$ cat src/sv/rrmr_pkg.sv
package rrmr_pkg;

    // default ring size and fixed field widths
    localparam int MAX_MEMBERS_DEF = 16;
    localparam int KEY_W           = 16;
    localparam int CNT_W_DEF       = $clog2(MAX_MEMBERS_DEF + 1);

    // request codes
    typedef enum logic [1:0] {
        OP_ADD    = 2'd0,
        OP_NEXT   = 2'd1,
        OP_SKIP   = 2'd2,
        OP_REMOVE = 2'd3
    } t_opcode;

    // response status codes
    typedef enum logic [1:0] {
        ST_OK       = 2'd0,
        ST_EMPTY    = 2'd1,
        ST_NOTFOUND = 2'd2,
        ST_FULL     = 2'd3
    } t_status;

    // sequencer states
    typedef enum logic [2:0] {
        S_IDLE,
        S_SCAN,
        S_LINK,
        S_RD_CUR,
        S_RD_SEC,
        S_WALK,
        S_RESP
    } t_state;

endpackage

$ cat src/sv/rrmr_in_if.sv
interface rrmr_in_if;
    logic                        valid;
    logic                        ready;
    logic [1:0]                  opcode;
    logic [rrmr_pkg::KEY_W-1:0]  member_key;

    modport source (output valid, output opcode, output member_key, input ready);
    modport sink   (input valid, input opcode, input member_key, output ready);
endinterface

$ cat src/sv/rrmr_out_if.sv
interface rrmr_out_if #(
    parameter int CNT_W = rrmr_pkg::CNT_W_DEF
);
    logic                        valid;
    logic                        ready;
    logic [1:0]                  status;
    logic [rrmr_pkg::KEY_W-1:0]  first_member;
    logic [rrmr_pkg::KEY_W-1:0]  second_member;
    logic [CNT_W-1:0]            member_count;
    logic                        sole_member;
    logic [rrmr_pkg::KEY_W-1:0]  last_standing;

    modport source (output valid, output status, output first_member, output second_member,
                    output member_count, output sole_member, output last_standing,
                    input ready);
    modport sink   (input valid, input status, input first_member, input second_member,
                    input member_count, input sole_member, input last_standing,
                    output ready);
endinterface

$ cat src/sv/round_robin_member_ring.sv
// Round-robin member ring: keeps up to MAX_MEMBERS member IDs in insertion
// order as a circular linked list, with a turn cursor.
// Request channel i_req carries opcode (add, next, skip, remove) and a
// member_key; response channel o_rsp returns one word per request with
// status, the served/skipped members, member count and the sole survivor.
// Both channels use a valid/ready handshake; a word moves when both are high.
// Keys and links live in one slot memory with a registered read;
// the head, tail, cursor, count and per-slot used bits are in flip-flops.
// Per request: next reads the cursor slot and skip reads it and its
// successor; an add to a full ring, or any other op on an empty ring, goes
// straight to the response; add scans the used bits for the lowest free
// slot, then links the old tail to it when the ring is nonempty; remove
// walks from the head, reading one slot per cycle from the memory, and
// stops at the match or after count slots. One request is worked at a time.
// A new request is taken while the previous response waits in the output
// register; a stalled receiver holds the next response in its final state.
// Synchronous reset empties the ring (used bits, count, pointers cleared);
// the slot memory needs no clearing since only used slots are ever read.
module round_robin_member_ring #(
    parameter int MAX_MEMBERS = rrmr_pkg::MAX_MEMBERS_DEF
) (
    input  logic           i_clk,
    input  logic           i_rst_n,
    rrmr_in_if.sink        i_req,
    rrmr_out_if.source     o_rsp
);

    localparam int IW = (MAX_MEMBERS > 1) ? $clog2(MAX_MEMBERS) : 1;
    localparam int CW = $clog2(MAX_MEMBERS + 1);
    localparam int KW = rrmr_pkg::KEY_W;
    localparam int DW = KW + IW;

    // control state
    rrmr_pkg::t_state    r_state, n_state;
    logic [MAX_MEMBERS-1:0] r_used;
    logic [IW-1:0]       r_tail, r_cursor, r_head;
    logic [CW-1:0]       r_count;
    logic                r_out_valid;

    // working registers
    rrmr_pkg::t_opcode   r_op;
    rrmr_pkg::t_status   r_status;
    logic [KW-1:0]       r_key, r_tail_key, r_prev_key, r_first, r_second;
    logic [IW-1:0]       r_scan, r_new, r_prev, r_cur;
    logic [CW-1:0]       r_step;

    // output word
    logic [1:0]          r_o_status;
    logic [KW-1:0]       r_o_first, r_o_second, r_o_last;
    logic [CW-1:0]       r_o_count;
    logic                r_o_sole;

    // memory ports
    logic                w_rd_en, w_wr_en;
    logic [IW-1:0]       w_rd_addr, w_wr_addr;
    logic [DW-1:0]       w_wr_data, w_rd_data;
    logic [KW-1:0]       w_rd_key;
    logic [IW-1:0]       w_rd_link;

    logic                w_in_acc, w_out_free, w_full, w_empty, w_match, w_last_step;
    logic                w_slot_free;
    rrmr_pkg::t_opcode   w_in_op;

    assign w_in_op     = rrmr_pkg::t_opcode'(i_req.opcode);
    assign i_req.ready = (r_state == rrmr_pkg::S_IDLE);
    assign w_in_acc    = i_req.valid && i_req.ready;
    assign w_out_free  = !r_out_valid || o_rsp.ready;
    assign w_full      = (r_count == CW'(MAX_MEMBERS));
    assign w_empty     = (r_count == '0);
    assign w_rd_key    = w_rd_data[DW-1 -: KW];
    assign w_rd_link   = w_rd_data[IW-1:0];
    assign w_match     = (w_rd_key == r_key);
    assign w_last_step = ((r_step + CW'(1)) == r_count);
    assign w_slot_free = !r_used[r_scan];

    rrmr_slot_ram #(
        .DEPTH (MAX_MEMBERS),
        .AW    (IW),
        .DW    (DW)
    ) u_slot_ram (
        .i_clk     (i_clk),
        .i_wr_en   (w_wr_en),
        .i_wr_addr (w_wr_addr),
        .i_wr_data (w_wr_data),
        .i_rd_en   (w_rd_en),
        .i_rd_addr (w_rd_addr),
        .o_rd_data (w_rd_data)
    );

    // next state
    always_comb begin
        n_state = r_state;
        case (r_state)
            rrmr_pkg::S_IDLE: begin
                if (w_in_acc) begin
                    if (w_in_op == rrmr_pkg::OP_ADD) begin
                        n_state = w_full ? rrmr_pkg::S_RESP : rrmr_pkg::S_SCAN;
                    end else if (w_empty) begin
                        n_state = rrmr_pkg::S_RESP;
                    end else if (w_in_op == rrmr_pkg::OP_REMOVE) begin
                        n_state = rrmr_pkg::S_WALK;
                    end else begin
                        n_state = rrmr_pkg::S_RD_CUR;
                    end
                end
            end
            rrmr_pkg::S_SCAN: begin
                if (w_slot_free) begin
                    n_state = w_empty ? rrmr_pkg::S_RESP : rrmr_pkg::S_LINK;
                end
            end
            rrmr_pkg::S_LINK:   n_state = rrmr_pkg::S_RESP;
            rrmr_pkg::S_RD_CUR: begin
                n_state = (r_op == rrmr_pkg::OP_SKIP) ? rrmr_pkg::S_RD_SEC
                                                      : rrmr_pkg::S_RESP;
            end
            rrmr_pkg::S_RD_SEC: n_state = rrmr_pkg::S_RESP;
            rrmr_pkg::S_WALK: begin
                if (w_match || w_last_step) begin
                    n_state = rrmr_pkg::S_RESP;
                end
            end
            rrmr_pkg::S_RESP: begin
                if (w_out_free) begin
                    n_state = rrmr_pkg::S_IDLE;
                end
            end
            default: n_state = rrmr_pkg::S_IDLE;
        endcase
    end

    // slot memory reads and writes
    always_comb begin
        w_rd_en   = 1'b0;
        w_rd_addr = r_cursor;
        w_wr_en   = 1'b0;
        w_wr_addr = r_scan;
        w_wr_data = {r_key, r_head};
        case (r_state)
            rrmr_pkg::S_IDLE: begin
                if (w_in_acc && !w_empty && w_in_op != rrmr_pkg::OP_ADD) begin
                    w_rd_en   = 1'b1;
                    w_rd_addr = (w_in_op == rrmr_pkg::OP_REMOVE) ? r_head : r_cursor;
                end
            end
            rrmr_pkg::S_SCAN: begin
                // new slot links to itself in an empty ring, else to the head
                if (w_slot_free) begin
                    w_wr_en   = 1'b1;
                    w_wr_addr = r_scan;
                    w_wr_data = {r_key, (w_empty ? r_scan : r_head)};
                end
            end
            rrmr_pkg::S_LINK: begin
                w_wr_en   = 1'b1;
                w_wr_addr = r_tail;
                w_wr_data = {r_tail_key, r_new};
            end
            rrmr_pkg::S_RD_CUR: begin
                if (r_op == rrmr_pkg::OP_SKIP) begin
                    w_rd_en   = 1'b1;
                    w_rd_addr = w_rd_link;
                end
            end
            rrmr_pkg::S_WALK: begin
                if (w_match) begin
                    // unlink the matched slot unless it was the only one
                    if (r_count != CW'(1)) begin
                        w_wr_en   = 1'b1;
                        w_wr_addr = r_prev;
                        w_wr_data = {r_prev_key, w_rd_link};
                    end
                end else if (!w_last_step) begin
                    w_rd_en   = 1'b1;
                    w_rd_addr = w_rd_link;
                end
            end
            default: begin
            end
        endcase
    end

    // ring state and working registers
    always_ff @(posedge i_clk) begin
        if (!i_rst_n) begin
            r_state     <= rrmr_pkg::S_IDLE;
            r_used      <= '0;
            r_tail      <= '0;
            r_cursor    <= '0;
            r_head      <= '0;
            r_count     <= '0;
            r_out_valid <= 1'b0;
        end else begin
            r_state <= n_state;
            // output word valid: set on load, cleared once taken
            if (r_state == rrmr_pkg::S_RESP && w_out_free) begin
                r_out_valid <= 1'b1;
            end else if (o_rsp.ready) begin
                r_out_valid <= 1'b0;
            end
            case (r_state)
                rrmr_pkg::S_IDLE: begin
                    if (w_in_acc) begin
                        r_op       <= w_in_op;
                        r_key      <= i_req.member_key;
                        r_first    <= '0;
                        r_second   <= '0;
                        r_scan     <= '0;
                        r_prev     <= r_tail;
                        r_prev_key <= r_tail_key;
                        r_cur      <= r_head;
                        r_step     <= '0;
                        if (w_in_op == rrmr_pkg::OP_ADD && w_full) begin
                            r_status <= rrmr_pkg::ST_FULL;
                        end else if (w_in_op != rrmr_pkg::OP_ADD && w_empty) begin
                            r_status <= rrmr_pkg::ST_EMPTY;
                        end else begin
                            r_status <= rrmr_pkg::ST_OK;
                        end
                    end
                end
                rrmr_pkg::S_SCAN: begin
                    // lowest free slot, one used bit per cycle
                    if (w_slot_free) begin
                        r_used[r_scan] <= 1'b1;
                        r_new          <= r_scan;
                        r_count        <= r_count + CW'(1);
                        if (w_empty) begin
                            r_cursor   <= r_scan;
                            r_head     <= r_scan;
                            r_tail     <= r_scan;
                            r_tail_key <= r_key;
                        end
                    end else begin
                        r_scan <= r_scan + IW'(1);
                    end
                end
                rrmr_pkg::S_LINK: begin
                    r_tail     <= r_new;
                    r_tail_key <= r_key;
                end
                rrmr_pkg::S_RD_CUR: begin
                    r_first <= w_rd_key;
                    if (r_op == rrmr_pkg::OP_NEXT) begin
                        r_cursor <= w_rd_link;
                    end
                end
                rrmr_pkg::S_RD_SEC: begin
                    r_second <= w_rd_key;
                    r_cursor <= w_rd_link;
                end
                rrmr_pkg::S_WALK: begin
                    if (w_match) begin
                        r_used[r_cur] <= 1'b0;
                        if (r_count == CW'(1)) begin
                            r_tail   <= '0;
                            r_cursor <= '0;
                            r_head   <= '0;
                            r_count  <= '0;
                        end else begin
                            if (r_cur == r_tail) begin
                                r_tail     <= r_prev;
                                r_tail_key <= r_prev_key;
                            end
                            if (r_cur == r_cursor) begin
                                r_cursor <= w_rd_link;
                            end
                            if (r_cur == r_head) begin
                                r_head <= w_rd_link;
                            end
                            r_count <= r_count - CW'(1);
                        end
                    end else if (w_last_step) begin
                        r_status <= rrmr_pkg::ST_NOTFOUND;
                    end else begin
                        r_prev     <= r_cur;
                        r_prev_key <= w_rd_key;
                        r_cur      <= w_rd_link;
                        r_step     <= r_step + CW'(1);
                    end
                end
                rrmr_pkg::S_RESP: begin
                    // load the output register once it is free
                    if (w_out_free) begin
                        r_o_status  <= r_status;
                        r_o_first   <= r_first;
                        r_o_second  <= r_second;
                        r_o_count   <= r_count;
                        r_o_sole    <= (r_count == CW'(1));
                        r_o_last    <= (r_count == CW'(1)) ? r_tail_key : '0;
                    end
                end
                default: begin
                end
            endcase
        end
    end

    // response channel
    assign o_rsp.valid         = r_out_valid;
    assign o_rsp.status        = r_o_status;
    assign o_rsp.first_member  = r_o_first;
    assign o_rsp.second_member = r_o_second;
    assign o_rsp.member_count  = r_o_count;
    assign o_rsp.sole_member   = r_o_sole;
    assign o_rsp.last_standing = r_o_last;

    // used bits track the member count
    a_used_count: assert property (@(posedge i_clk) disable iff (!i_rst_n)
        $countones(r_used) == 32'(r_count))
        else $error("used bits disagree with member count");

    // count never exceeds capacity
    a_count_max: assert property (@(posedge i_clk) disable iff (!i_rst_n)
        r_count <= CW'(MAX_MEMBERS))
        else $error("member count above capacity");

    // cursor, tail and head always point at live slots in a nonempty ring
    a_ptr_live: assert property (@(posedge i_clk) disable iff (!i_rst_n)
        (r_count != '0) |-> (r_used[r_cursor] && r_used[r_tail] && r_used[r_head]))
        else $error("ring pointer on a free slot");

    // an accepted request starts work
    a_busy_after_acc: assert property (@(posedge i_clk) disable iff (!i_rst_n)
        (i_req.valid && i_req.ready) |=> (r_state != rrmr_pkg::S_IDLE))
        else $error("request accepted but sequencer idle");

endmodule

$ cat src/sv/rrmr_slot_ram.sv
module rrmr_slot_ram #(
    parameter int DEPTH = rrmr_pkg::MAX_MEMBERS_DEF,
    parameter int AW    = 4,
    parameter int DW    = 20
) (
    input  logic          i_clk,
    input  logic          i_wr_en,
    input  logic [AW-1:0] i_wr_addr,
    input  logic [DW-1:0] i_wr_data,
    input  logic          i_rd_en,
    input  logic [AW-1:0] i_rd_addr,
    output logic [DW-1:0] o_rd_data
);

    logic [DW-1:0] r_mem [DEPTH];
    logic [DW-1:0] r_rd_data;

    // one write and one registered read per cycle
    always_ff @(posedge i_clk) begin
        if (i_wr_en) begin
            r_mem[i_wr_addr] <= i_wr_data;
        end
        if (i_rd_en) begin
            r_rd_data <= r_mem[i_rd_addr];
        end
    end

    assign o_rd_data = r_rd_data;

endmodule
$ cat src/flat_wrapper.sv
// flat-port wrapper written by rule: the top's interface ports become plain ports
module round_robin_member_ring_flat 
#(
    parameter int MAX_MEMBERS = rrmr_pkg::MAX_MEMBERS_DEF
)
  (i_clk, i_rst_n, i_req_valid, i_req_opcode, i_req_member_key, i_req_ready, o_rsp_valid, o_rsp_status, o_rsp_first_member, o_rsp_second_member, o_rsp_member_count, o_rsp_sole_member, o_rsp_last_standing, o_rsp_ready);
  rrmr_in_if i_req_i ();
  rrmr_out_if o_rsp_i ();
  input  logic i_clk;
  input  logic i_rst_n;
  input wire logic [$bits(i_req_i.valid)-1:0] i_req_valid;
  input wire logic [$bits(i_req_i.opcode)-1:0] i_req_opcode;
  input wire logic [$bits(i_req_i.member_key)-1:0] i_req_member_key;
  output wire logic [$bits(i_req_i.ready)-1:0] i_req_ready;
  output wire logic [$bits(o_rsp_i.valid)-1:0] o_rsp_valid;
  output wire logic [$bits(o_rsp_i.status)-1:0] o_rsp_status;
  output wire logic [$bits(o_rsp_i.first_member)-1:0] o_rsp_first_member;
  output wire logic [$bits(o_rsp_i.second_member)-1:0] o_rsp_second_member;
  output wire logic [$bits(o_rsp_i.member_count)-1:0] o_rsp_member_count;
  output wire logic [$bits(o_rsp_i.sole_member)-1:0] o_rsp_sole_member;
  output wire logic [$bits(o_rsp_i.last_standing)-1:0] o_rsp_last_standing;
  input wire logic [$bits(o_rsp_i.ready)-1:0] o_rsp_ready;
  assign i_req_i.valid = i_req_valid;
  assign i_req_i.opcode = i_req_opcode;
  assign i_req_i.member_key = i_req_member_key;
  assign i_req_ready = i_req_i.ready;
  assign o_rsp_valid = o_rsp_i.valid;
  assign o_rsp_status = o_rsp_i.status;
  assign o_rsp_first_member = o_rsp_i.first_member;
  assign o_rsp_second_member = o_rsp_i.second_member;
  assign o_rsp_member_count = o_rsp_i.member_count;
  assign o_rsp_sole_member = o_rsp_i.sole_member;
  assign o_rsp_last_standing = o_rsp_i.last_standing;
  assign o_rsp_i.ready = o_rsp_ready;
  round_robin_member_ring #(.MAX_MEMBERS(MAX_MEMBERS)) u_core (.i_clk(i_clk), .i_rst_n(i_rst_n), .i_req(i_req_i), .o_rsp(o_rsp_i));
endmodule
$ cat config.mk
export PLATFORM = sky130hd
export DESIGN_NAME = round_robin_member_ring_flat
export DESIGN_NICKNAME = d
export VERILOG_FILES = /design/src/sv/rrmr_pkg.sv /design/src/sv/rrmr_in_if.sv /design/src/sv/rrmr_out_if.sv /design/src/sv/round_robin_member_ring.sv /design/src/sv/rrmr_slot_ram.sv /design/src/flat_wrapper.sv
export SDC_FILE = /design/constraint.sdc
export NUM_CORES = 1
export LEC_CHECK = 0
export ABC_CLOCK_PERIOD_IN_PS = 12800
export BUFFER_PORTS_ARGS = -buffer_cell sky130_fd_sc_hd__buf_2
export CORE_MARGIN = 3
export CORE_UTILIZATION = 50
export CTS_CLUSTER_SIZE = 30
export DETAILED_ROUTE_END_ITERATION = 10
export PLACE_DENSITY = 0.76
export SYNTH_ARGS = -nofsm -noshare
export SYNTH_HDL_FRONTEND = slang
export SYNTH_HIERARCHICAL = 1
export SYNTH_SLANG_ARGS = --single-unit
$ cat constraint.sdc
create_clock -name i_clk -period 12.8 [get_ports i_clk]
set_input_delay 0 -clock i_clk [delete_from_list [all_inputs] [get_ports i_clk]]
set_output_delay 0 -clock i_clk [all_outputs]
set_load 0.1 [all_outputs]
==> results of run 1 <==
==> cells in the final DEF, fill, tap and decap left out, types with 4 or more instances in the layout <==
| master | instances |
|---|---|
| nand4_1 | 9 |
| a22oi_1 | 66 |
| o221ai_1 | 4 |
| mux4_1 | 16 |
| o21a_1 | 4 |
| edfxtp_1 | 501 |
| nor2_4 | 7 |
| o21ai_1 | 6 |
| nor3_1 | 5 |
| nor2_1 | 27 |
| o21ai_0 | 36 |
| clkinv_1 | 13 |
| clkbuf_1 | 11 |
| mux4_2 | 65 |
| xor2_1 | 6 |
| nand3_1 | 19 |
| nor2_2 | 9 |
| dfxtp_1 | 37 |
| xnor2_1 | 36 |
| nor3_2 | 8 |
| buf_4 | 31 |
| ha_1 | 9 |
| clkbuf_16 | 51 |
| nand2b_1 | 8 |
| clkinv_2 | 9 |
| a21oi_1 | 45 |
| dlygate4sd3_1 | 20 |
| nand2_1 | 240 |
| nand3b_1 | 4 |
| and2_1 | 56 |
| inv_1 | 12 |
| nor2b_1 | 6 |
| o22ai_1 | 5 |
| o211ai_1 | 6 |
| mux2i_1 | 15 |
| buf_2 | 79 |
==> logic make-up after synthesis <==
| family | share of synthesized area, % |
|---|---|
| fa+ha+maj | 0.509 |
| compound gates | 6.28 |
| xor+xnor | 1.77 |
| buf+inv | 1.99 |
| simple gates | 8.90 |
| flops | 71.4 |
| mux | 9.20 |
==> power by group <==
group	internal [W]	switching [W]	leakage, nW	total [W]
logic	0.000174	0.000356	2.76	0.000530
registers	0.00204	0.0000424	4.88	0.00209
clock network	0.000791	0.000618	0.759	0.00141
==> what timing repair did <==
| action | CTS | global route |
|---|---|---|
| setup endpoints to repair | 0 | 0 |
| hold endpoints to repair | 31 | 0 |
| hold buffers | 20 | 0 |
==> synth_stat cells, types with 14 or more instances <==
| master | count |
|---|---|
| mux4_2 | 65 |
| nand3_1 | 19 |
| xnor2_1 | 36 |
| mux4_1 | 16 |
| o21ai_0 | 36 |
| edfxtp_1 | 501 |
| dfxtp_1 | 37 |
| and2_1 | 56 |
| nor2_1 | 40 |
| a21oi_1 | 47 |
| clkbuf_1 | 44 |
| buf_2 | 14 |
| mux2i_1 | 15 |
| a22oi_1 | 66 |
| nand2_1 | 240 |
==> worst max-delay path, cell delays in order, from the launching register on <==
cell      delay, ns
dfxtp_1        0.81
nand3b_1       0.60
buf_4          0.49
or3_1          0.55
nand2_1        0.20
a221o_4        0.76
buf_4          0.78
mux4_1         0.64
a22oi_1        0.23
nand2_1        0.08
==> per-layer routing <==
metal / vias to the layer above / wire length (um)
met3: 119 / 4950
met1: 6369 / 19500
met2: 762 / 24900
li1: 5594 / -
met4: 0 / 1520
met5: - / 0
==> layout make-up <==
type,instances,area [um^2],area share [%]
clock buffer,62,1320,5.27
sequential,538,15800,63.2
multi-input combinational,774,6050,24.2
inverter,13,48.8,0.195
tap,585,732,2.93
clock inverter,26,230,0.921
timing repair buffer,130,828,3.31
==> worst max path at each step <==
stage,startpoint,endpoint,depth (start not counted),slack [ns]
3_3_place_gp,u_core/r_state[0],u_core/u_slot_ram/o_rd_data[19],9,7.52
5_1_grt,u_core/r_state[0],u_core/u_slot_ram/o_rd_data[4],9,6.94
6_report,u_core/r_state[0],u_core/u_slot_ram/o_rd_data[13],9,7.32
3_5_place_dp,u_core/r_state[0],u_core/u_slot_ram/o_rd_data[13],9,7.40
2_1_floorplan,u_core/r_state[1],u_core/o_rsp.first_member[0],5,7.26
4_1_cts,u_core/r_state[0],u_core/u_slot_ram/o_rd_data[4],9,7.34
==> flip-flops by register name (all words and copies together) (netlist names), 3 cells and up <==
register and flops:
u_core/r_new 4, u_core/o_rsp.member_count 5, u_core/o_rsp.last_standing 16, u_core/r_tail 4
u_core/o_rsp.second_member 16, u_core/r_key 16, u_core/r_used 16, u_core/r_scan 4
u_core/r_cursor 4, u_core/u_slot_ram/o_rd_data 20, u_core/r_second 16, u_core/r_cur 4
u_core/r_head 4, u_core/r_step 5, u_core/r_state 3, u_core/r_first 16
u_core/o_rsp.first_member 16, u_core/r_prev_key 16, u_core/r_count 5, u_core/u_slot_ram/r_mem 320
u_core/r_tail_key 16, u_core/r_prev 4
==> through the flow <==
stage                     hold slack, ns  worst slack, ns
after global routing               0.138             6.94
after floorplan                   0.0989             7.26
after detailed placement           0.187             7.40
after global placement             0.179             7.52
after CTS                         0.0879             7.34
final                              0.106             7.32
==> flow_summary.rst, run 1 <==
.. list-table::
   :header-rows: 1

   * - Metric
     - Value
   * - Total clock sinks
     - 538
   * - Residual overflow from global routing
     - 0
   * - Relative max-transition margin
     - 29.4%
   * - Setup tns final
     - 0 ns
   * - Vias in the first global route
     - 12795
   * - Final WL
     - 50.9 mm
   * - Number of cells traversed by the worst register-to-register path
     - 9
   * - Clock tree from TritonCTS
     - built
   * - Startpoint type of the worst setup path
     - flop
   * - Horizontal die dimension
     - 216 um
   * - Share of the yosys chip area belonging to registers
     - 71.4%
   * - Number of routed nets with antenna violations
     - 0
   * - Endpoint of the worst register-to-register path
     - u_core/u_slot_ram/o_rd_data[13]
   * - Fin nets
     - 1538
   * - Post-synth EDFFs
     - 501
   * - Share of layout cells above drive strength 1
     - 18.8%
   * - Antenna diode count
     - 0
   * - Unrepaired setup endpoints after global routing
     - no
   * - Routing usage on met3
     - 3.63%
   * - Number of fill cells in the layout
     - 3183
   * - Post-synthesis area per instance
     - 15.7 um^2
   * - I/O Pins
     - 80
   * - Leakage Power
     - 8.40 nW
   * - Total die area
     - 46800 um^2
   * - CTS buffer count
     - 50
   * - Pre-antenna DRT Iters
     - 9
   * - Total count of max-transition violations in the final report
     - 0
   * - Area Growth Syn to Fin
     - 13.0%
   * - Largest voltage drop on the vdd net
     - 0.000106 V
   * - Synth Cell Area
     - 22100 um^2
   * - Class of the tightest hold or removal check
     - in -> reg
   * - Reported max-cap violation count
     - 0
   * - Worst-Skew Late Latency
     - 0.59 ns
   * - Overall die height
     - 216 um
   * - Deepest clock path buffer count
     - 3
   * - FFs w/ async S/R, synth
     - 0%
   * - Placer congestion estimate
     - 0.901
   * - Nets in the synthesized netlist
     - 1437
   * - HPWL after detailed placement
     - 29.0 mm
   * - Maximum number of pins on one net before global-route repair
     - 57
   * - Wire length of the first global-routing pass
     - 77.1 mm
   * - Total DRC errors in the routed layout
     - 0
   * - Number of synthesis warnings
     - 6
   * - Core Box Area
     - 43400 um^2
   * - Min Clock Period, post-route
     - 5.48 ns
   * - Global-route total usage across every layer
     - 21.6%
   * - Unique masters post-synth
     - 71
   * - Final worst path period share
     - 42.8%
   * - Post-detailed-route wirelength per cell
     - 23.9 um
   * - Worst hold path cell count
     - 4
   * - CP Max Fanout
     - 55
   * - Cells after synthesis
     - 1406
   * - Sort of element at the end of the critical path
     - flop
   * - Via-to-Cell Ratio
     - 6.04
   * - Area leader, netlist
     - edfxtp_1
   * - Number of H-tree branching levels
     - 2
   * - Worst Hold Endpoint
     - u_core/r_second[14]
   * - Area of all placed cells without fillers
     - 25000 um^2
   * - Data required time at the worst endpoint
     - 13.13 ns
   * - Maximum operating frequency
     - 0.183 GHz
   * - Primary FF master, synth
     - edfxtp_1
   * - Starting density of the core
     - 51.0%
   * - Setup-failing EPs final
     - 0
   * - # rows
     - 76
   * - Routing layer with the top usage in global route
     - met2
   * - Global-route met1 utilization
     - 29.3%
   * - Final hold violations
     - 0
   * - Crit path DAT
     - 5.80 ns
   * - Port Buffer Count
     - 79
   * - PwrDens
     - 161 nW/um^2
   * - Worst Min Path Start
     - i_req_valid
   * - Area share of the largest cell type after synthesis
     - 68.0%
   * - Run status
     - finished clean
   * - Slack of the worst reg-to-reg path
     - 7.32 ns
   * - Clock Skews
     - 0.0219 ns
   * - Cell types with the largest area share after synthesis
     - edfxtp_1 68%, mux4_2 6.6%, nand2_1 4.1%
   * - Cell total after placement
     - 2020
   * - Number of antenna violations at the first check in global routing
     - 0
   * - Placement-stage cell area
     - 23200 um^2
   * - Total of cells resized after clock tree synthesis
     - 0
   * - Clk pin slew, worst setup/hold paths
     - 0.06 ns
   * - Initial drt markers
     - 1760
   * - Critical path class
     - reg -> reg
   * - Final core occ
     - 57.6%
   * - Number of vias in the routed layout
     - 12844
   * - Post-CTS setup-driven buffer insertion count
     - 0
   * - Post-route insts no fill
     - 2128
   * - Tot Pwr
     - 0.00403 W
   * - Master cell of the clock root buffer
     - clkbuf_16
   * - Worst-margin pin slew
     - 1.06 ns
   * - Met2 usage
     - 35.9%
   * - Source of the worst register-to-register timing path
     - u_core/r_state[0]
   * - Number of synthesized register bits
     - 538
No activity file was read; power rests on OpenSTA's default activity.
==> inputs of run 2 (changes only) <==
--- a/config.mk
+++ b/config.mk
@@ -5,13 +5,13 @@
 export SDC_FILE = /design/constraint.sdc
 export NUM_CORES = 1
 export LEC_CHECK = 0
-export ABC_CLOCK_PERIOD_IN_PS = 12800
+export ABC_CLOCK_PERIOD_IN_PS = 4800
 export BUFFER_PORTS_ARGS = -buffer_cell sky130_fd_sc_hd__buf_2
 export CORE_MARGIN = 3
 export CORE_UTILIZATION = 50
 export CTS_CLUSTER_SIZE = 30
 export DETAILED_ROUTE_END_ITERATION = 10
-export PLACE_DENSITY = 0.76
+export PLACE_DENSITY = 0.78
 export SYNTH_ARGS = -nofsm -noshare
 export SYNTH_HDL_FRONTEND = slang
 export SYNTH_HIERARCHICAL = 1
==> constraint.sdc (replaced) <==
create_clock -name i_clk -period 4.8 [get_ports i_clk]
set_input_delay 0 -clock i_clk [delete_from_list [all_inputs] [get_ports i_clk]]
set_output_delay 0 -clock i_clk [all_outputs]
set_load 0.1 [all_outputs]
==> run 2 against run 1 <==
- clock skew is 0.0051 ns higher
- cell count grew 0.89%
- hold slack lost 0.0025 ns
- critical path depth is 1 higher
- clock power grew to 2.8 times the previous value
- setup slack lost 6.8 ns
- register-to-register slack got worse by 6.8 ns
- sequential power rose to 2.7 times the previous value
- power rose to 2.7 times the previous value
- sequential cell count did not move
==> flow_summary.rst, run 2 (synthesized netlist as in run 1, its figures left out) <==
.. list-table::
   :header-rows: 1

   * - Metric
     - Value
   * - Total count of max-transition violations in the final report
     - 0 (unchanged)
   * - Endpoint of the worst register-to-register path
     - u_core/u_slot_ram/o_rd_data[5] (was u_core/u_slot_ram/o_rd_data[13])
   * - Setup crit start
     - u_core/u_slot_ram/o_rd_data[7] (was u_core/r_state[0])
   * - Post-cts hold buffer count
     - 20 (unchanged)
   * - Horizontal die dimension
     - 216 um (unchanged)
   * - Min Clock Period, post-route
     - 4.27 ns (was 5.48 ns)
   * - Startpoint type of the worst setup path
     - flop (unchanged)
   * - Final WL
     - 51.0 mm (was 50.9 mm)
   * - Worst-Skew Late Latency
     - 0.60 ns (was 0.59 ns)
   * - Slack of the worst reg-to-reg path
     - 0.53 ns (was 7.32 ns)
   * - Sort of element at the end of the critical path
     - flop (unchanged)
   * - Setup-failing EPs final
     - 0 (unchanged)
   * - Largest register FFs
     - 320 (unchanged)
   * - Source of the worst register-to-register timing path
     - u_core/u_slot_ram/o_rd_data[7] (was u_core/r_state[0])
   * - Initial drt markers
     - 1657 (was 1760)
   * - Master cell of the clock root buffer
     - clkbuf_16 (unchanged)
   * - Port Buffer Count
     - 79 (unchanged)
   * - Tot Pwr
     - 0.0109 W (was 0.00403 W)
   * - Overall die height
     - 216 um (unchanged)
   * - Total DRC errors in the routed layout
     - 0 (unchanged)
   * - Placer congestion estimate
     - 0.874 (was 0.901)
   * - Worst-margin pin slew
     - 1.33 ns (was 1.06 ns)
   * - Number of H-tree branching levels
     - 2 (unchanged)
   * - Setup tns final
     - 0 ns (unchanged)
   * - I/O Pins
     - 80 (unchanged)
   * - Via-to-Cell Ratio
     - 6.06 (was 6.04)
   * - Post-CTS setup-driven buffer insertion count
     - 0 (unchanged)
   * - Run status
     - finished clean (unchanged)
   * - Commonest cells after routing, fill and taps aside
     - 501 x edfxtp_1, 240 x nand2_1, 79 x buf_2, 66 x a22oi_1, 65 x mux4_2 (unchanged)
   * - Relative max-transition margin
     - 11.1% (was 29.4%)
   * - Total clock sinks
     - 538 (unchanged)
   * - Number of antenna violations at the first check in global routing
     - 0 (unchanged)
   * - Final core occ
     - 58.2% (was 57.6%)
   * - Vias in the first global route
     - 12706 (was 12795)
   * - Number of vias in the routed layout
     - 13008 (was 12844)
   * - Wire length of the first global-routing pass
     - 77.6 mm (was 77.1 mm)
   * - Area Growth Syn to Fin
     - 14.0% (was 13.0%)
   * - Unrepaired setup endpoints after global routing
     - no (unchanged)
   * - Register with the most flip-flops
     - u_core/u_slot_ram/r_mem (unchanged)
   * - Final worst path period share
     - 89.0% (was 42.8%)
   * - Maximum number of pins on one net before global-route repair
     - 54 (was 57)
   * - HPWL after detailed placement
     - 31.5 mm (was 29.0 mm)
   * - Class of the tightest hold or removal check
     - in -> reg (unchanged)
   * - Number of cells traversed by the worst register-to-register path
     - 10 (was 9)
   * - Pre-antenna DRT Iters
     - 6 (was 9)
   * - Starting density of the core
     - 51.0% (unchanged)
   * - Total of cells resized after clock tree synthesis
     - 0 (unchanged)
   * - Clock tree from TritonCTS
     - built (unchanged)
   * - Largest voltage drop on the vdd net
     - 0.000297 V (was 0.000106 V)
   * - Antenna diode count
     - 0 (unchanged)
   * - Reported max-cap violation count
     - 0 (unchanged)
   * - CP Max Fanout
     - 24 (was 55)
   * - Clk pin slew, worst setup/hold paths
     - 0.06 ns (about the same)
   * - Number of routed nets with antenna violations
     - 0 (unchanged)
   * - Crit path DAT
     - 4.61 ns (was 5.80 ns)
   * - Cell total after placement
     - 2035 (was 2020)
   * - Pre-CTS WS
     - 0.529 ns (was 7.40 ns)
   * - Post-detailed-route wirelength per cell
     - 23.8 um (was 23.9 um)
   * - Critical path class
     - reg -> reg (unchanged)
   * - Global-route total usage across every layer
     - 21.7% (was 21.6%)
   * - Core Box Area
     - 43400 um^2 (unchanged)
   * - Leakage Power
     - 8.53 nW (was 8.40 nW)
   * - CTS buffer count
     - 51 (was 50)
   * - Residual overflow from global routing
     - 0 (unchanged)
   * - Maximum operating frequency
     - 0.234 GHz (was 0.183 GHz)
   * - Final critical-path setup slack
     - 0.526 ns (was 7.32 ns)
   * - Most common library cell in the layout ignoring fill and taps
     - edfxtp_1 (unchanged)
   * - Post-route insts no fill
     - 2147 (was 2128)
   * - Deepest clock path buffer count
     - 3 (unchanged)
   * - PwrDens
     - 434 nW/um^2 (was 161 nW/um^2)
   * - Fin nets
     - 1554 (was 1538)
   * - Critical Path End
     - u_core/u_slot_ram/o_rd_data[5] (was u_core/u_slot_ram/o_rd_data[13])
   * - # rows
     - 76 (unchanged)
   * - Share of layout cells above drive strength 1
     - 19.7% (was 18.8%)
   * - Total die area
     - 46800 um^2 (unchanged)
   * - Clock Skews
     - 0.0269 ns (was 0.0219 ns)
   * - Final hold violations
     - 0 (unchanged)
   * - Data required time at the worst endpoint
     - 5.14 ns (was 13.13 ns)
## run 2: worst max-delay path: stages (launching register included)
cell	delay [ns]
edfxtp_1	0.53
xnor2_1	0.29
nand4_1	0.18
nor4_4	0.53
nor2_1	0.09
o21ai_0	0.40
a221o_4	0.37
buf_4	0.44
mux4_1	0.69
a22oi_1	0.36
nand2_1	0.11
## run 2: power breakdown
group	switching (W)	internal [W]
logic	0.000993	0.000482
clock network	0.00170	0.00220
registers	0.000111	0.00545
total	0.00280	0.00814
## run 2: layout make-up
type,count,area [um^2]
Clock inverter,32,290
Clock buffer,60,1330
Tap cell,585,732
Sequential cell,538,15800
Multi-Input combinational cell,774,6030
Timing Repair Buffer,145,1010
Fill cell,3132,18100
Inverter,13,48.8
## run 2: worst min-delay path by stage
stage	slack (ns)	from	cells after the start	to
after global routing	0.14	i_req_member_key[8]	2	u_core/r_key[8]
final	0.10	i_req_valid	4	u_core/r_second[2]
after global placement	0.18	i_req_member_key[13]	1	u_core/r_key[13]
after floorplan	0.1	i_req_member_key[0]	0	u_core/r_key[0]
after detailed placement	0.18	i_req_member_key[13]	1	u_core/r_key[13]
after CTS	0.08	i_req_valid	6	u_core/r_state[1]
## run 2: per-layer routing
| metal | wire length [um] | global-route usage (%) |
|---|---|---|
| met5 | 0 | 0 |
| met3 | 5180 | 3.93 |
| met1 | 19800 | 30.3 |
| met2 | 24800 | 35.2 |
| met4 | 1280 | 6.57 |
## run 2: through the flow
step | cell area (um^2) | hold WS [ns]
final | 25200 | 0.103
after global routing | 25200 | 0.137
after CTS | 25200 | 0.0797
after detailed placement | 23400 | 0.180
after global placement | 23400 | 0.182
after floorplan | 22100 | 0.0989
==> inputs of run 3 (changes only) <==
--- a/config.mk
+++ b/config.mk
@@ -7,11 +7,10 @@
 export LEC_CHECK = 0
 export ABC_CLOCK_PERIOD_IN_PS = 4800
 export BUFFER_PORTS_ARGS = -buffer_cell sky130_fd_sc_hd__buf_2
-export CORE_MARGIN = 3
 export CORE_UTILIZATION = 50
 export CTS_CLUSTER_SIZE = 30
 export DETAILED_ROUTE_END_ITERATION = 10
-export PLACE_DENSITY = 0.78
+export PLACE_DENSITY = 0.69
 export SYNTH_ARGS = -nofsm -noshare
 export SYNTH_HDL_FRONTEND = slang
 export SYNTH_HIERARCHICAL = 1
==> run 3 against run 2 <==
- setup slack better by 0.027 ns
- wire length is 6.6% lower
- die area is 3.7% lower
- cell area is 0.29% higher
- clock skew is 0.0092 ns higher
- clock power is 5% higher
- critical path type unchanged
==> flow_summary.rst, run 3 (synthesized netlist as in run 1, its figures left out) <==
.. list-table::
   :header-rows: 1

   * - Metric
     - Value
   * - HPWL after detailed placement
     - 29.8 mm (was 31.5 mm)
   * - Number of antenna violations at the first check in global routing
     - 0 (unchanged)
   * - Critical path class
     - reg -> reg (unchanged)
   * - Largest register FFs
     - 320 (unchanged)
   * - CP cell instances
     - nand2b_1, nor2_1, nand2_1, nand2_1, a221o_4, buf_4, mux4_2, a22oi_1, nand2_1 (was xnor2_1, nand4_1, nor4_4, nor2_1, o21ai_0, a221o_4, buf_4, mux4_1, a22oi_1, nand2_1)
   * - Crit path DAT
     - 4.58 ns (was 4.61 ns)
   * - CTS buffer count
     - 52 (was 51)
   * - Number of fill cells in the layout
     - 3272 (was 3132)
   * - Core Box Area
     - 43400 um^2 (unchanged)
   * - Area Growth Syn to Fin
     - 14.4% (was 14.0%)
   * - Clk pin slew, worst setup/hold paths
     - 0.06 ns (about the same)
   * - CP most frequent cell
     - nand2_1
   * - Final worst path period share
     - 88.5% (was 89.0%)
   * - Fin nets
     - 1557 (was 1554)
   * - Worst-margin pin slew
     - 1.21 ns (was 1.33 ns)
   * - Startpoint type of the worst setup path
     - flop (unchanged)
   * - PwrDens
     - 437 nW/um^2 (was 434 nW/um^2)
   * - Number of H-tree branching levels
     - 2 (unchanged)
   * - Horizontal die dimension
     - 212 um (was 216 um)
   * - Post-CTS setup-driven buffer insertion count
     - 0 (unchanged)
   * - Initial drt markers
     - 1216 (was 1657)
   * - Final worst hold slack
     - 0.0828 ns (was 0.103 ns)
   * - Largest voltage drop on the vdd net
     - 0.000292 V (was 0.000297 V)
   * - Register with the most flip-flops
     - u_core/u_slot_ram/r_mem (unchanged)
   * - Clock Skews
     - 0.0362 ns (was 0.0269 ns)
   * - Master of the slowest instance on the critical path
     - nor2_1 (was mux4_1)
   * - Unrepaired setup endpoints after global routing
     - no (unchanged)
   * - Pre-antenna DRT Iters
     - 6 (unchanged)
   * - I/O Pins
     - 80 (unchanged)
   * - Total clock sinks
     - 538 (unchanged)
   * - Min Clock Period, post-route
     - 4.25 ns (was 4.27 ns)
   * - Starting density of the core
     - 51.0% (unchanged)
   * - # rows
     - 76 (unchanged)
   * - Number of vias in the routed layout
     - 12519 (was 13008)
   * - Master cell of the clock root buffer
     - clkbuf_16 (unchanged)
   * - Run status
     - finished clean (unchanged)
   * - Total die area
     - 45100 um^2 (was 46800 um^2)
   * - Setup-failing EPs final
     - 0 (unchanged)
   * - Residual overflow from global routing
     - 0 (unchanged)
   * - Total count of max-transition violations in the final report
     - 0 (unchanged)
   * - Number of routed nets with antenna violations
     - 0 (unchanged)
   * - Deepest clock path buffer count
     - 3 (unchanged)
   * - Most common library cell in the layout ignoring fill and taps
     - edfxtp_1 (unchanged)
   * - Via-to-Cell Ratio
     - 5.81 (was 6.06)
   * - Global-route total usage across every layer
     - 21.6% (was 21.7%)
   * - Commonest cells after routing, fill and taps aside
     - 501 x edfxtp_1, 240 x nand2_1, 79 x buf_2, 66 x a22oi_1, 65 x mux4_2 (unchanged)
   * - Vias in the first global route
     - 12124 (was 12706)
   * - Post-detailed-route wirelength per cell
     - 22.1 um (was 23.8 um)
   * - Clock tree from TritonCTS
     - built (unchanged)
   * - Total DRC errors in the routed layout
     - 0 (unchanged)
   * - Data required time at the worst endpoint
     - 5.13 ns (was 5.14 ns)
   * - Sort of element at the end of the critical path
     - flop (unchanged)
   * - Antenna diode count
     - 0 (unchanged)
   * - Final hold violations
     - 0 (unchanged)
   * - Overall die height
     - 212 um (was 216 um)
   * - Setup tns final
     - 0 ns (unchanged)
   * - Worst-Skew Late Latency
     - 0.62 ns (was 0.60 ns)
   * - Relative max-transition margin
     - 19.2% (was 11.1%)
   * - Post-route insts no fill
     - 2155 (was 2147)
   * - Slowest cell delay on critical path
     - 0.76 ns (was 0.69 ns)
   * - Final WL
     - 47.7 mm (was 51.0 mm)
   * - Maximum number of pins on one net before global-route repair
     - 68 (was 54)
   * - Maximum operating frequency
     - 0.235 GHz (was 0.234 GHz)
   * - Share of layout cells above drive strength 1
     - 20.2% (was 19.7%)
   * - Class of the tightest hold or removal check
     - in -> reg (unchanged)
   * - Leakage Power
     - 8.58 nW (was 8.53 nW)
   * - Port Buffer Count
     - 79 (unchanged)
   * - Reported max-cap violation count
     - 0 (unchanged)
   * - CP Max Fanout
     - 53 (was 24)
   * - Wire length of the first global-routing pass
     - 72.9 mm (was 77.6 mm)
   * - Cell total after placement
     - 2037 (was 2035)
   * - Placer congestion estimate
     - 0.906 (was 0.874)
run 3: cell types whose count changed in the layout (fill, tap and decap cells not counted), sizes merged:
cell      delta
bufinv       +2
clkinv       +3
clkinvlp     -2
clkbuf       +3
buf          +2
run 3: worst paths after layout:
check / start / endpoint / slack (ns) / cells after the start
setup reg to reg: u_core/r_state[1] / u_core/u_slot_ram/o_rd_data[6] / 0.55 / 9
hold reg to reg: u_core/r_second[3] / u_core/o_rsp.second_member[3] / 0.42 / 0
hold / removal: i_req_valid / u_core/r_state[0] / 0.08 / 5
setup / recovery: u_core/r_state[1] / u_core/u_slot_ram/o_rd_data[6] / 0.55 / 9
run 3: layout make-up:
| type | count | area (um^2) | area share (%) |
|---|---|---|---|
| Sequential cell | 538 | 15800 | 62.4 |
| Inverter | 13 | 48.8 | 0.193 |
| Timing Repair Buffer | 147 | 981 | 3.88 |
| Multi-Input combinational cell | 774 | 6030 | 23.8 |
| Tap cell | 585 | 732 | 2.89 |
| Clock inverter | 35 | 380 | 1.50 |
| Clock buffer | 63 | 1340 | 5.31 |
run 3: worst max-delay path: cells and delay by family, from the launching register on:
family          cells  cell delay (ns)
compound gates      2             0.99
mux                 1             0.33
buf+inv             1             0.36
flops               1             0.61
simple gates        5             1.67
run 3: through the flow:
stage / setup slack (ns) / instance area, um^2 / total power (W) / utilization [%]
floorplan: 0.450 / 22100 / 0.00663 / -
global placement: 0.672 / 23400 / 0.00703 / 53.9
detailed placement: 0.649 / 23400 / 0.00706 / 53.9
CTS: 0.602 / 25300 / 0.0111 / 58.3
global route: 0.259 / 25300 / 0.0114 / 58.3
finish: 0.552 / 25300 / 0.0111 / 58.3
run 3: what timing repair did:
| action | in CTS | in global routing |
|---|---|---|
| hold endpoints to repair | 32 | 0 |
| resized for setup | 0 | 0 |
| hold buffers | 20 | 0 |
run 3: layer usage:
metal  track usage, %  up-vias  share of wire [%]
met2             33.4      537                 46
met3             3.81       79                7.8
li1                 -     5644                  -
met5                0        -                  0
met4             6.03        0                2.2
met1             31.6     6259                 44
run 3: where the power goes:
group,total (W),switching (W),internal [W]
Combinational,0.00144,0.000960,0.000479
Clock,0.00408,0.00175,0.00234
Sequential,0.00555,0.0000955,0.00545
Total,0.0111,0.00280,0.00826
